==> src/iabd_pkg.sv <==
// ----------------------------------------------------------------------------
// iabd_pkg
// Shared types, constants and helpers of the alpha block decoder.
// ----------------------------------------------------------------------------
`timescale 1ns / 1ps
`default_nettype none

package iabd_pkg;

  localparam int EP_W        = 8;
  localparam int IDX_W       = 48;
  localparam int SEL_W       = 3;
  localparam int PIXELS      = 16;
  localparam int PIX_W       = $clog2(PIXELS);
  localparam int SUM_W       = 11;
  localparam int RECIP_W     = 13;
  localparam int RECIP_SHIFT = 15;
  localparam int PROD_W      = SUM_W + RECIP_W;
  localparam int Q_DEPTH     = 2;
  localparam int Q_PTR_W     = $clog2(Q_DEPTH);
  localparam int Q_CNT_W     = $clog2(Q_DEPTH + 1);

  // floor(x/7) = (x*4682)>>15 and floor(x/5) = (x*6554)>>15 for x < 2048
  localparam logic [RECIP_W-1:0] RECIP7 = RECIP_W'(4682);
  localparam logic [RECIP_W-1:0] RECIP5 = RECIP_W'(6554);

  localparam logic [EP_W-1:0] ALPHA_ZERO = '0;
  localparam logic [EP_W-1:0] ALPHA_FULL = '1;

  typedef struct packed {
    logic             interp7;
    logic [EP_W-1:0]  ep0;
    logic [EP_W-1:0]  ep1;
    logic [IDX_W-1:0] idx;
  } block_t;

  typedef struct packed {
    logic full;
    logic empty;
  } q_status_t;

  typedef enum logic [2:0] {
    KIND_EP0,
    KIND_EP1,
    KIND_ZERO,
    KIND_FULL,
    KIND_DIV7,
    KIND_DIV5
  } kind_t;

  typedef struct packed {
    logic [SEL_W-1:0] w0;
    logic [SEL_W-1:0] w1;
  } weights_t;

  // weights of endpoint 0 and endpoint 1 for table entries 2 and up
  function automatic weights_t interp_weights(input logic [SEL_W-1:0] sel,
                                              input logic interp7);
    weights_t w;
    w.w1 = SEL_W'(sel - SEL_W'(1));
    if (interp7) begin
      w.w0 = SEL_W'(4'd8 - {1'b0, sel});
    end else begin
      w.w0 = SEL_W'(4'd6 - {1'b0, sel});
    end
    return w;
  endfunction

endpackage

`default_nettype wire

==> src/iabd_front.sv <==
// ----------------------------------------------------------------------------
// iabd_front
// Takes a compressed block on start and classifies its table mode.
// ----------------------------------------------------------------------------
`timescale 1ns / 1ps
`default_nettype none

module iabd_front (
  input  wire logic                          start,
  output logic                               busy,
  input  wire logic [iabd_pkg::EP_W-1:0]     endpoint_first,
  input  wire logic [iabd_pkg::EP_W-1:0]     endpoint_second,
  input  wire logic [iabd_pkg::IDX_W-1:0]    index_bits,
  input  wire iabd_pkg::q_status_t           q_status,
  output logic                               push,
  output iabd_pkg::block_t                   push_word
);

  assign busy = q_status.full;
  assign push = start && !q_status.full;

  always_comb begin
    push_word.interp7 = endpoint_first > endpoint_second;
    push_word.ep0     = endpoint_first;
    push_word.ep1     = endpoint_second;
    push_word.idx     = index_bits;
  end

endmodule

`default_nettype wire

==> src/iabd_queue.sv <==
// ----------------------------------------------------------------------------
// iabd_queue
// Two-entry block queue between the front and the pixel back end.
// ----------------------------------------------------------------------------
`timescale 1ns / 1ps
`default_nettype none

module iabd_queue (
  input  wire logic                 clk,
  input  wire logic                 rst,
  input  wire logic                 push,
  input  wire iabd_pkg::block_t     push_word,
  input  wire logic                 pop,
  output iabd_pkg::block_t          head,
  output iabd_pkg::q_status_t       q_status
);

  iabd_pkg::block_t                     mem [iabd_pkg::Q_DEPTH];
  logic [iabd_pkg::Q_PTR_W-1:0]         wr_ptr;
  logic [iabd_pkg::Q_PTR_W-1:0]         rd_ptr;
  logic [iabd_pkg::Q_CNT_W-1:0]         count;
  logic                                 do_push;
  logic                                 do_pop;

  assign do_push = push && !q_status.full;
  assign do_pop  = pop && !q_status.empty;

  assign q_status.full  = count == iabd_pkg::Q_CNT_W'(iabd_pkg::Q_DEPTH);
  assign q_status.empty = count == '0;
  assign head           = mem[rd_ptr];

  always_ff @(posedge clk) begin
    if (do_push) begin
      mem[wr_ptr] <= push_word;
    end
  end

  always_ff @(posedge clk) begin
    if (rst) begin
      wr_ptr <= '0;
      rd_ptr <= '0;
      count  <= '0;
    end else begin
      if (do_push) begin
        wr_ptr <= iabd_pkg::Q_PTR_W'(wr_ptr + 1'b1);
      end
      if (do_pop) begin
        rd_ptr <= iabd_pkg::Q_PTR_W'(rd_ptr + 1'b1);
      end
      unique case ({do_push, do_pop})
        2'b10:   count <= iabd_pkg::Q_CNT_W'(count + 1'b1);
        2'b01:   count <= iabd_pkg::Q_CNT_W'(count - 1'b1);
        default: count <= count;
      endcase
    end
  end

endmodule

`default_nettype wire

==> src/iabd_back.sv <==
// ----------------------------------------------------------------------------
// iabd_back
// Walks the sixteen pixels of the head block and interpolates each alpha.
// ----------------------------------------------------------------------------
`timescale 1ns / 1ps
`default_nettype none

module iabd_back (
  input  wire logic                         clk,
  input  wire logic                         rst,
  input  wire iabd_pkg::block_t             head,
  input  wire iabd_pkg::q_status_t          q_status,
  output logic                              pop,
  output logic                              strobe,
  output logic [iabd_pkg::PIX_W-1:0]        pixel_number,
  output logic [iabd_pkg::EP_W-1:0]         alpha_value,
  output logic                              last_pixel
);

  logic [iabd_pkg::PIX_W-1:0]    pix;
  logic                          issue;
  logic                          issue_last;
  logic [iabd_pkg::SEL_W-1:0]    sel;
  iabd_pkg::weights_t            w;
  iabd_pkg::kind_t               kind_next;
  logic [iabd_pkg::SUM_W-1:0]    sum_next;

  // stage one: table entry select and weighted sum
  logic                          s_valid;
  logic [iabd_pkg::PIX_W-1:0]    s_pix;
  logic                          s_last;
  iabd_pkg::kind_t               s_kind;
  logic [iabd_pkg::SUM_W-1:0]    s_sum;
  logic [iabd_pkg::EP_W-1:0]     s_ep0;
  logic [iabd_pkg::EP_W-1:0]     s_ep1;

  logic [iabd_pkg::RECIP_W-1:0]  recip;
  logic [iabd_pkg::PROD_W-1:0]   prod;
  logic [iabd_pkg::EP_W-1:0]     alpha_next;

  assign issue      = !q_status.empty;
  assign issue_last = pix == iabd_pkg::PIX_W'(iabd_pkg::PIXELS - 1);
  assign pop        = issue && issue_last;

  always_comb begin
    sel = head.idx[iabd_pkg::SEL_W * pix +: iabd_pkg::SEL_W];
    w   = iabd_pkg::interp_weights(sel, head.interp7);
    sum_next = iabd_pkg::SUM_W'(iabd_pkg::SUM_W'(w.w0) * iabd_pkg::SUM_W'(head.ep0))
             + iabd_pkg::SUM_W'(iabd_pkg::SUM_W'(w.w1) * iabd_pkg::SUM_W'(head.ep1));
    priority if (sel == iabd_pkg::SEL_W'(0)) begin
      kind_next = iabd_pkg::KIND_EP0;
    end else if (sel == iabd_pkg::SEL_W'(1)) begin
      kind_next = iabd_pkg::KIND_EP1;
    end else if (head.interp7) begin
      kind_next = iabd_pkg::KIND_DIV7;
    end else if (sel == iabd_pkg::SEL_W'(6)) begin
      kind_next = iabd_pkg::KIND_ZERO;
    end else if (sel == iabd_pkg::SEL_W'(7)) begin
      kind_next = iabd_pkg::KIND_FULL;
    end else begin
      kind_next = iabd_pkg::KIND_DIV5;
    end
  end

  always_ff @(posedge clk) begin
    if (rst) begin
      pix     <= '0;
      s_valid <= 1'b0;
    end else begin
      s_valid <= issue;
      if (issue) begin
        pix <= iabd_pkg::PIX_W'(pix + 1'b1);
      end
    end
  end

  always_ff @(posedge clk) begin
    s_pix  <= pix;
    s_last <= issue_last;
    s_kind <= kind_next;
    s_sum  <= sum_next;
    s_ep0  <= head.ep0;
    s_ep1  <= head.ep1;
  end

  // stage two: pick the alpha, dividing by five or seven through a reciprocal multiply
  always_comb begin
    recip = (s_kind == iabd_pkg::KIND_DIV7) ? iabd_pkg::RECIP7 : iabd_pkg::RECIP5;
    prod  = iabd_pkg::PROD_W'(s_sum) * iabd_pkg::PROD_W'(recip);
    unique case (s_kind)
      iabd_pkg::KIND_EP0:  alpha_next = s_ep0;
      iabd_pkg::KIND_EP1:  alpha_next = s_ep1;
      iabd_pkg::KIND_ZERO: alpha_next = iabd_pkg::ALPHA_ZERO;
      iabd_pkg::KIND_FULL: alpha_next = iabd_pkg::ALPHA_FULL;
      iabd_pkg::KIND_DIV7,
      iabd_pkg::KIND_DIV5: alpha_next = prod[iabd_pkg::RECIP_SHIFT +: iabd_pkg::EP_W];
      default:             alpha_next = iabd_pkg::ALPHA_ZERO;
    endcase
  end

  always_ff @(posedge clk) begin
    if (rst) begin
      strobe <= 1'b0;
    end else begin
      strobe <= s_valid;
    end
  end

  always_ff @(posedge clk) begin
    pixel_number <= s_pix;
    alpha_value  <= alpha_next;
    last_pixel   <= s_last;
  end

endmodule

`default_nettype wire

==> src/interpolated_alpha_block_decoder.sv <==
// A block's first pixel word strobes after the queue, stage one and output registers.
// Throughput: 16 pixel words per block on consecutive cycles, one pixel per cycle from
// the pixel sequencer while the queue holds a block.
// A two-block queue lets start be taken while the back end still emits earlier pixels.
// Reset (rst, synchronous): empties the queue, rewinds the pixel counter, drops strobe.
// ----------------------------------------------------------------------------
// interpolated_alpha_block_decoder
// Block alpha decoder: queue of compressed blocks feeding a pixel pipeline.
// ----------------------------------------------------------------------------
`timescale 1ns / 1ps
`default_nettype none

module interpolated_alpha_block_decoder (
  input  wire logic                          clk,
  input  wire logic                          rst,
  input  wire logic                          start,
  output logic                               busy,
  input  wire logic [iabd_pkg::EP_W-1:0]     endpoint_first,
  input  wire logic [iabd_pkg::EP_W-1:0]     endpoint_second,
  input  wire logic [iabd_pkg::IDX_W-1:0]    index_bits,
  output logic                               strobe,
  output logic [iabd_pkg::PIX_W-1:0]         pixel_number,
  output logic [iabd_pkg::EP_W-1:0]          alpha_value,
  output logic                               last_pixel
);

  iabd_pkg::q_status_t  q_status;
  iabd_pkg::block_t     push_word;
  iabd_pkg::block_t     head;
  logic                 push;
  logic                 pop;

  iabd_front u_front (
    .start           (start),
    .busy            (busy),
    .endpoint_first  (endpoint_first),
    .endpoint_second (endpoint_second),
    .index_bits      (index_bits),
    .q_status        (q_status),
    .push            (push),
    .push_word       (push_word)
  );

  iabd_queue u_queue (
    .clk       (clk),
    .rst       (rst),
    .push      (push),
    .push_word (push_word),
    .pop       (pop),
    .head      (head),
    .q_status  (q_status)
  );

  iabd_back u_back (
    .clk          (clk),
    .rst          (rst),
    .head         (head),
    .q_status     (q_status),
    .pop          (pop),
    .strobe       (strobe),
    .pixel_number (pixel_number),
    .alpha_value  (alpha_value),
    .last_pixel   (last_pixel)
  );

endmodule

`default_nettype wire

==> config.mk <==
export PLATFORM = sky130hd
export DESIGN_NAME = interpolated_alpha_block_decoder
export DESIGN_NICKNAME = d
export VERILOG_FILES = /design/src/iabd_pkg.sv /design/src/iabd_front.sv /design/src/iabd_queue.sv /design/src/iabd_back.sv /design/src/interpolated_alpha_block_decoder.sv
export SDC_FILE = /design/constraint.sdc
export NUM_CORES = 1
export LEC_CHECK = 0
export ABC_AREA = 1
export BUFFER_PORTS_ARGS = -buffer_cell sky130_fd_sc_hd__buf_2
export CORE_ASPECT_RATIO = 1.4
export CORE_MARGIN = 2
export CORE_UTILIZATION = 30
export CTS_CLUSTER_SIZE = 20
export DETAILED_ROUTE_END_ITERATION = 10
export SYNTH_ARGS = -nofsm -noshare
export SYNTH_HDL_FRONTEND = slang
export SYNTH_HIERARCHICAL = 1
export SYNTH_SLANG_ARGS = --single-unit
export TNS_END_PERCENT = 50
==> constraint.sdc <==
create_clock -name clk -period 14.5 [get_ports clk]
set_input_delay 0.725 -clock clk [delete_from_list [all_inputs] [get_ports clk]]
set_output_delay 0.725 -clock clk [all_outputs]
set_load 0.05 [all_outputs]
# Word level (Yosys, flattened, before mapping)
# Memory sizes are Yosys's and may differ from the RTL's. A register that Yosys moved wholly into a read port is not among the register bits.
# Cells that the tools add are included.
dict set report totals {
  regBits 58
  mem_bits_rw 130
  in_bits 67
  out_inout_bits 15
  wordCells 69
  memories 1
}
# name words width rd rd_ports_with_merged_regs write_ports line_no
set memory_table {}
lappend memory_table {u_queue.mem 2 65 1 1 1 iabd_queue.sv:18} ;# iabd_pkg::block_t mem [iabd_pkg::Q_DEPTH];
dict set report classes {
  addsub 9
  multipliers 4
  magnitude_cmp 1
  n_eq_ne 11
  shift 1
  n_mux 12
  reduce_logical 13
}
# op n
set op_table {}
lappend op_table {{48-bit by 7-bit variable part select with 3-bit output} 1}
lappend op_table {{8-bit case mux with 4 select lines} 1}
lappend op_table {{11-bit by 13-bit multiplier with 23-bit output} 1}
lappend op_table {{3-bit by 8-bit multiplier with 11-bit output} 2}
lappend op_table {{3-bit == test, second input constant} 4}
lappend op_table {{12-bit 2-to-1 mux} 1}
lappend op_table {{3-bit 2-to-1 mux} 4}
lappend op_table {{11-bit adder} 1}
lappend op_table {{8-bit greater-than comparator} 1}
lappend op_table {{3-bit by 1-bit == test with 1-bit output, second input constant} 2}
lappend op_table {{3-bit zero test} 2}
lappend op_table {{2-bit by 4-bit multiplier with 6-bit output, first input constant} 1}
lappend op_table {{1-bit 2-to-1 mux} 5}
lappend op_table {{4-bit by 1-bit adder with 4-bit output, second input constant} 1}
lappend op_table {{2-bit == test, second input constant} 2}
lappend op_table {{4-bit == test, second input constant} 1}
lappend op_table {{1-bit logical AND} 4}
lappend op_table {{2-bit case mux with 2 select lines} 1}
lappend op_table {{2-bit OR reduction} 2}
lappend op_table {{3-bit by 2-bit == test with 1-bit output, second input constant} 1}
lappend op_table {{3-bit OR reduction} 1}
lappend op_table {{1-bit by 3-bit subtractor with 3-bit output, first input constant} 1}
lappend op_table {{3-bit by 1-bit subtractor with 3-bit output, second input constant} 1}
lappend op_table {{3-bit subtractor, first input constant} 1}
lappend op_table {{7 further kinds} 9}

# Depth between registers and ports, before layout
# Gate-level depths: netlist (run 1).
dict set report logic_depth {
  depth_word 7
  depth_mapped 28
  ltp_nobuf 27
}

# Hierarchy
# The synthesis (run 1) kept the hierarchy.
# module n_inst cells_each area_each_um2 seq_area_each_um2
set by_module_without_submodules {}
lappend by_module_without_submodules {iabd_back 1 850 6582.6 1081.0}
lappend by_module_without_submodules {iabd_queue 1 242 5141.2 4003.8}
lappend by_module_without_submodules {iabd_front 1 104 716.9 0.0}

# Worst setup path before layout (run 1)
# OpenSTA, ideal clock, no wires.
dict set report synth_timing {
  path_type {register to register}
  startpoint {register (tool-made name)}
  endpoint {register u_back/s_sum[8] (netlist bit)}
  setup_time_ns 0.119
  t_arrival_ns 4.954
  required_time_ns 14.381
  slack_ns 9.427
  stages_incl_launch_ff 24
  path_buffers 2
  synth_period_minus_slack_ns 5.073
  path_cell_list {dfxtp_1 > buf_6 > buf_6 > mux2_4 > o21ai_0 > o22ai_1 > a22o_1 > nor2_1 > ha_1 > ha_1 > inv_1 > nand2_1 > nand3_1 > fa_1 > inv_1 > fa_1 > fa_1 > inv_1 > fa_1 > o21ai_0 > a21oi_1 > nor2_1 > nor2_1 > xnor2_1}
}
# element line_no
set synth_lines {}
lappend synth_lines {{to (signal assigned)} iabd_back.sv:81} ;# s_sum <= sum_next;
lappend synth_lines {{to (decl)} iabd_back.sv:33} ;# logic [iabd_pkg::SUM_W-1:0] s_sum;

==> results.md, run 1 <==
- Synth Warn #: 6
- DIE WIDTH: 176 microns
- FF+latch area: slightly above 0.005 sq mm
- CTS tree: yes
- Synth top cells by count: inv_1, nand2_1, edfxtp_1
- Row Count: slightly below 90
- Outcome: complete, no violations
- Latest clock arrival within the worst-skew pair: around 0.45 ns
- Slowest cell on crit path: buf_4
- Fin util: about a third
- Post-cts sizing count: 0
- Largest family of logic cells by synthesized area: adder cells
- Setup CP Type: reg2reg
- Crit path buf inv count: 5
- Part of the cycle the worst path needs: around 45%
- H-tree levels: 4
- Worst slack, placed: between 8 and 9 ns
- DIE HEIGHT: roughly 240 microns
- Synth Area in XOR/XNOR: less than 1%
- Post-synthesis mux area share: 7.39%
- Flops & latches, synth: between 150 and 200
- # clock sinks: about 190
- Crit. End Element: flop
- DRT Pass-1 Iters: 5
- Synth Area in Adders: ~22%
- Final Hold Fails: 0
- Worst-Margin Slew: ~1.1 ns
- Wirelength per Cell: around 14 microns
- Global route overflow: 0
- Worst Hold Margin: approximately 0.33 ns
- Gpl congestion: a little over 0.9
- Footprint of the multi-input gates: 0.00592 sq mm
- Reg2Reg Setup Slack: 8.02 ns
- Max-slew violations: 0
- Via count: between 7000 and 8000
- Reg clk slew, reported paths: roughly 0.08 ns
- IO Count: 82
- Top post-synthesis cells by area: edfxtp_1, fa_1, ha_1
- Final min period: roughly 6.5 ns
- # hold bufs at CTS: 0
- Setup ws final: roughly 8.0 ns
- Area grow syn2layout: 8.53%
- Die ar.: 0.0431 sq mm
- CTS Buf Count: 17
- Post-synth top area share: 31.4%
- Post-CTS Setup Bufs: 0
- Crit Path Max Fanout: 61
- Cell family with most CP delay: adder cells
- Async SR Flop Fraction: 0%
- Post-route ant nets: 0
- Synth unique cells: 46
- WL final: ~25 mm
- Worst EP required: 14.84 ns
- IO Port Bufs: about 80
- Synth Area per Inst: between 10 and 15 sq um
- CP peak stage delay: 0.80 ns
- Layout cells sized above 1: approximately 16%
- Vias in the first global route: 8277
- Top_reg_cell synth: edfxtp_1
- Remaining DRCs: 0
- Max Fclk: about 150 MHz
- Worst EP arrival: between 6 and 7 ns
- HPWL after DPL: around 20 mm
- Register area share after synthesis: between 40% and 50%
- Most common cell in the netlist: inv_1
- Slew HR: 29.0%
- Setup TNS: 0 ns
- Nets@finish: approximately 1500
- Starting Density: a little over 30%
- DR vias/cell: around 4.4
- Number of synthesized flops with an enable pin: between 100 and 150
- Post-Syn Area: 0.0124 sq mm
- Largest net degree at the start of global routing: 66
- Setup Skew: 0.0165 ns
- Synth Area in Simple Gates: a little under an eighth
- Starting DRT DRC Count: 409
- Hold/Removal Path Class: reg2reg
- Startpoint types: flop
- Post-synthesis compound-gate area fraction: around 4.7%
- Final setup fails: 0
- Core Box Area: roughly 0.041 sq mm
- RSZ-0062 raised after global routing: false
- Clk buf depth: 2
- # fillers: roughly 4200
- Synth area leader: edfxtp_1
- Max_cap viols: 0
- First-pass GRT wire length: between 40 and 50 mm
- Clock root buffer: clkbuf_16
- Cell count after synthesis: 1196
- Initial antenna violation count: 7
- Total Routing Usage GR: about an eighth
worst paths after layout:
check / from / end / depth (start not counted)
setup / recovery: flop / u_back/s_sum[8]$_DFF_P_ / 25
hold / removal: u_back/s_pix[1]$_DFF_P_ / u_back/pixel_number[1]$_DFF_P_ / 0
setup reg to reg: flop / u_back/s_sum[8]$_DFF_P_ / 25
hold reg to reg: u_back/s_pix[1]$_DFF_P_ / u_back/pixel_number[1]$_DFF_P_ / 0
logic make-up after synthesis:
logic type	after synthesis
adders and majority gates	175
DFF	189
AOI/OAI and AO/OA	106
muxes	65
other	2
xor gates and xnor gates	12
and+or+nand+nor	343
buffers and inverters	304
worst reg2reg max path, delay by kind of cell (launching register included):
family                   cells  cell delay, ns
multiplexers                 1            0.40
flip-flops                   1            0.37
buffers and inverters        5            1.39
adder cells (fa/ha/maj)      6            2.32
XOR/XNOR                     1            0.11
AO/OA/AOI/OAI                4            0.73
AND/OR/NAND/NOR              8            1.06
layout by cell type (no fill, tap or decap), types with 31 or more instances in the layout:
master    netlist  layout
inv_1         214     213
nand2_1       156     156
edfxtp_1      130     130
nor2_1        112     111
ha_1           95      95
buf_2           5      81
fa_1           80      80
dfxtp_1        59      58
mux2_4         50      50
o21ai_0        44      44
nand3_1        41      41
a21oi_1        31      31
stage by stage:
stage | instance area (sq um) | std cells
3_3_place_gp | 12900 | 1747
2_1_floorplan | 12500 | 1207
3_5_place_dp | 12900 | 1747
5_1_grt | 13500 | 1780
6_report | 13500 | 1781
4_1_cts | 13500 | 1779
layer usage:
layer  track usage (%)  vias up  wire [microns]
met5                 0        -              43
met4              4.72       10             646
met3              2.73       50            1040
met2              23.7      166           13700
met1              12.8     3765            9880
li1                  -     3849               -
area by class of cell:
cell class,instances,share of cell area [%]
Antenna cell,2,0.0371
Clock buffer,18,3.18
Clock inverter,14,0.908
Inverter,219,6.11
Multi-Input combinational cell,714,43.9
Sequential cell,189,37.7
Tap cell,540,5.00
Timing Repair Buffer,85,3.22
state kept, by name, indices dropped and copies added (netlist names), 3 cells and up, named ones only:
| signal | flops |
|---|---|
| u_queue/mem | 130 |
| u_back/s_ep1 | 8 |
| u_back/s_sum | 11 |
| u_back/s_pix | 4 |
| u_back/alpha_value | 8 |
| u_back/pix | 4 |
| u_back/pixel_number | 4 |
| u_back/s_ep0 | 8 |
| u_back/s_kind | 3 |
Power of run 1 is left out: the tool's default activity adds up to more than one toggle a clock period on the data nets, which glitch-free logic cannot reach.
==> run 2: changes to the inputs <==
==> constraint.sdc (replaced) <==
create_clock -name clk -period 6 [get_ports clk]
set_input_delay 0.3 -clock clk [delete_from_list [all_inputs] [get_ports clk]]
set_output_delay 0.3 -clock clk [all_outputs]
set_load 0.05 [all_outputs]
==> results.md, run 2 (synthesis results as in run 1) <==
- Outcome: complete, no violations
- Largest net degree at the start of global routing: 66
- Layout cells sized above 1: ~17%
- IO Port Bufs: roughly 80
- Die ar.: 0.0431 sq mm
- Hold/Removal Path Class: in2reg
- Reg2Reg Setup Slack: between 0.4 and 0.5 ns
- # clock sinks: 189
- First-pass GRT wire length: roughly 40 mm
- IO Count: 82
- RSZ-0062 raised after global routing: false
- HPWL after DPL: between 15 and 20 mm
- Post-CTS Setup Bufs: 0
- DIE WIDTH: 176 microns
- Row Count: 88
- Worst hold stages: 1
- Hold endpoint: u_queue/mem[0][8]$_DFFE_PP_
- FF+latch area: between 0.005 and 0.006 sq mm
- Via count: approximately 7700
- DR vias/cell: 4.33
- Part of the cycle the worst path needs: 91.7%
- Footprint of the multi-input gates: roughly 0.0059 sq mm
- Worst Reg-to-Reg Cells: 22
- Reg clk slew, reported paths: about 0.070 ns
- Largest registers: u_queue/mem (130), u_back/s_sum (11)
- Setup Skew: approximately 0.016 ns
- Max-slew violations: 0
- Worst-Margin Slew: between 0.8 and 0.9 ns
- Gpl congestion: between 0.8 and 0.9
- Remaining DRCs: 0
- Starting Density: around 30%
- Global route overflow: 0
- Total Routing Usage GR: between 10% and 20%
- Number of flip-flops in the largest register: 130
- Initial antenna violation count: 4
- Max Fclk: 182 MHz
- Max_cap viols: 0
- Area grow syn2layout: 9.15%
- Clk buf depth: 2
- Setup TNS: 0 ns
- DIE HEIGHT: roughly 240 microns
- WL final: between 20 and 25 mm
- Setup ws final: a little under 0.5 ns
- Startpoint types: flop
- Crit Path Max Fanout: 33
- Clock root buffer: clkbuf_16
- H-tree levels: 4
- Starting DRT DRC Count: 370
- DRT Pass-1 Iters: 5
- Final Hold Fails: 0
- Most frequent cells in the layout: inv_1, nand2_1, edfxtp_1, nor2_1, ha_1
- Final min period: 5.50 ns
- Worst R2R End: u_back/s_sum[8]$_DFF_P_
- CTS tree: yes
- Most flop-heavy register: u_queue/mem
- Vias in the first global route: between 8000 and 9000
- Setup CP Type: reg2reg
- Worst hold path startpoint: index_bits[8]
- Latest clock arrival within the worst-skew pair: 0.45 ns
- Crit. End Element: flop
- CTS Buf Count: 17
- Commonest non-fill, non-tap cell in the layout: inv_1
- Worst slack, placed: around 0.37 ns
- Slew HR: between 40 and 50%
- Nets@finish: 1473
- Worst EP required: between 6 and 7 ns
- Post-route ant nets: 0
- Worst EP arrival: between 5 and 6 ns
- Fin util: approximately a third
- # fillers: 4124
- Final setup fails: 0
- Wirelength per Cell: between 10 and 15 microns
- Core Box Area: around 0.041 sq mm
-- run 2: changes by cell type in the layout (fill, tap and decap cells not counted) --
cell,before,now
clkinv_8,1,0
clkinv_4,0,1
clkinvlp_2,0,1
o21ai_0,44,43
clkinvlp_4,2,1
clkinv_1,1,0
inv_6,5,3
o21ai_1,7,8
buf_12,0,2
clkbuf_1,1,0
inv_8,3,6
buf_4,4,7
inv_12,0,1
-- run 2: cell type report --
type,count,share of cell area (%)
Multi-Input combinational cell,714,43.6
Sequential cell,189,37.5
Inverter,219,6.07
Tap cell,540,4.98
Timing Repair Buffer,90,3.67
Clock buffer,17,3.13
Clock inverter,15,1.04
Antenna cell,2,0.0369
-- run 2: repair_timing --
| action | CTS | global route |
|---|---|---|
| setup endpoints to repair | 0 | 2 |
| hold buffers | 0 | 0 |
| resized for setup | 0 | 1 |
-- run 2: critical path, stage by stage, from the launching register on --
cell and delay [ns]:
dfxtp_4 0.44, buf_12 0.26, mux2_2 0.36, nor2_1 0.10, o22ai_1 0.09, a22o_1 0.21
nor2_1 0.19, ha_1 0.19, ha_1 0.24, inv_1 0.21, nand2_1 0.24, nand3_1 0.18
fa_1 0.40, inv_1 0.08, fa_1 0.44, fa_1 0.57, inv_1 0.07, fa_1 0.46
o21ai_1 0.27, a21oi_1 0.10, nor2_1 0.11, nor2_1 0.06, xnor2_1 0.11
-- run 2: worst max-delay path by stage --
stage               depth (start not counted)                        to
floorplan                                  23   u_back/s_sum[8]$_DFF_P_
global placement                           22   u_back/s_sum[8]$_DFF_P_
detailed placement                         22   u_back/s_sum[8]$_DFF_P_
CTS                                        22   u_back/s_sum[8]$_DFF_P_
global route                               22  u_back/s_sum[10]$_DFF_P_
finish                                     22   u_back/s_sum[8]$_DFF_P_
-- run 2: stage by stage --
step,hold slack [ns],std cells,area [sq um]
after global placement,0.316,1752,13000
final,0.0413,1786,13600
after detailed placement,0.312,1752,13000
after global routing,0.0219,1784,13600
after CTS,0.0165,1784,13600
after floorplan,0.310,1207,12500
-- run 2: metal layers --
| layer | vias to the layer above | track usage (%) | part of all wire (%) |
|---|---|---|---|
| met5 | - | 0 | 0.15 |
| met4 | 6 | 4.50 | 2.5 |
| met3 | 44 | 2.40 | 3.6 |
| met2 | 140 | 23.2 | 54 |
| met1 | 3696 | 12.4 | 39 |
| li1 | 3852 | - | - |
Power of run 2 is left out for the same reason.
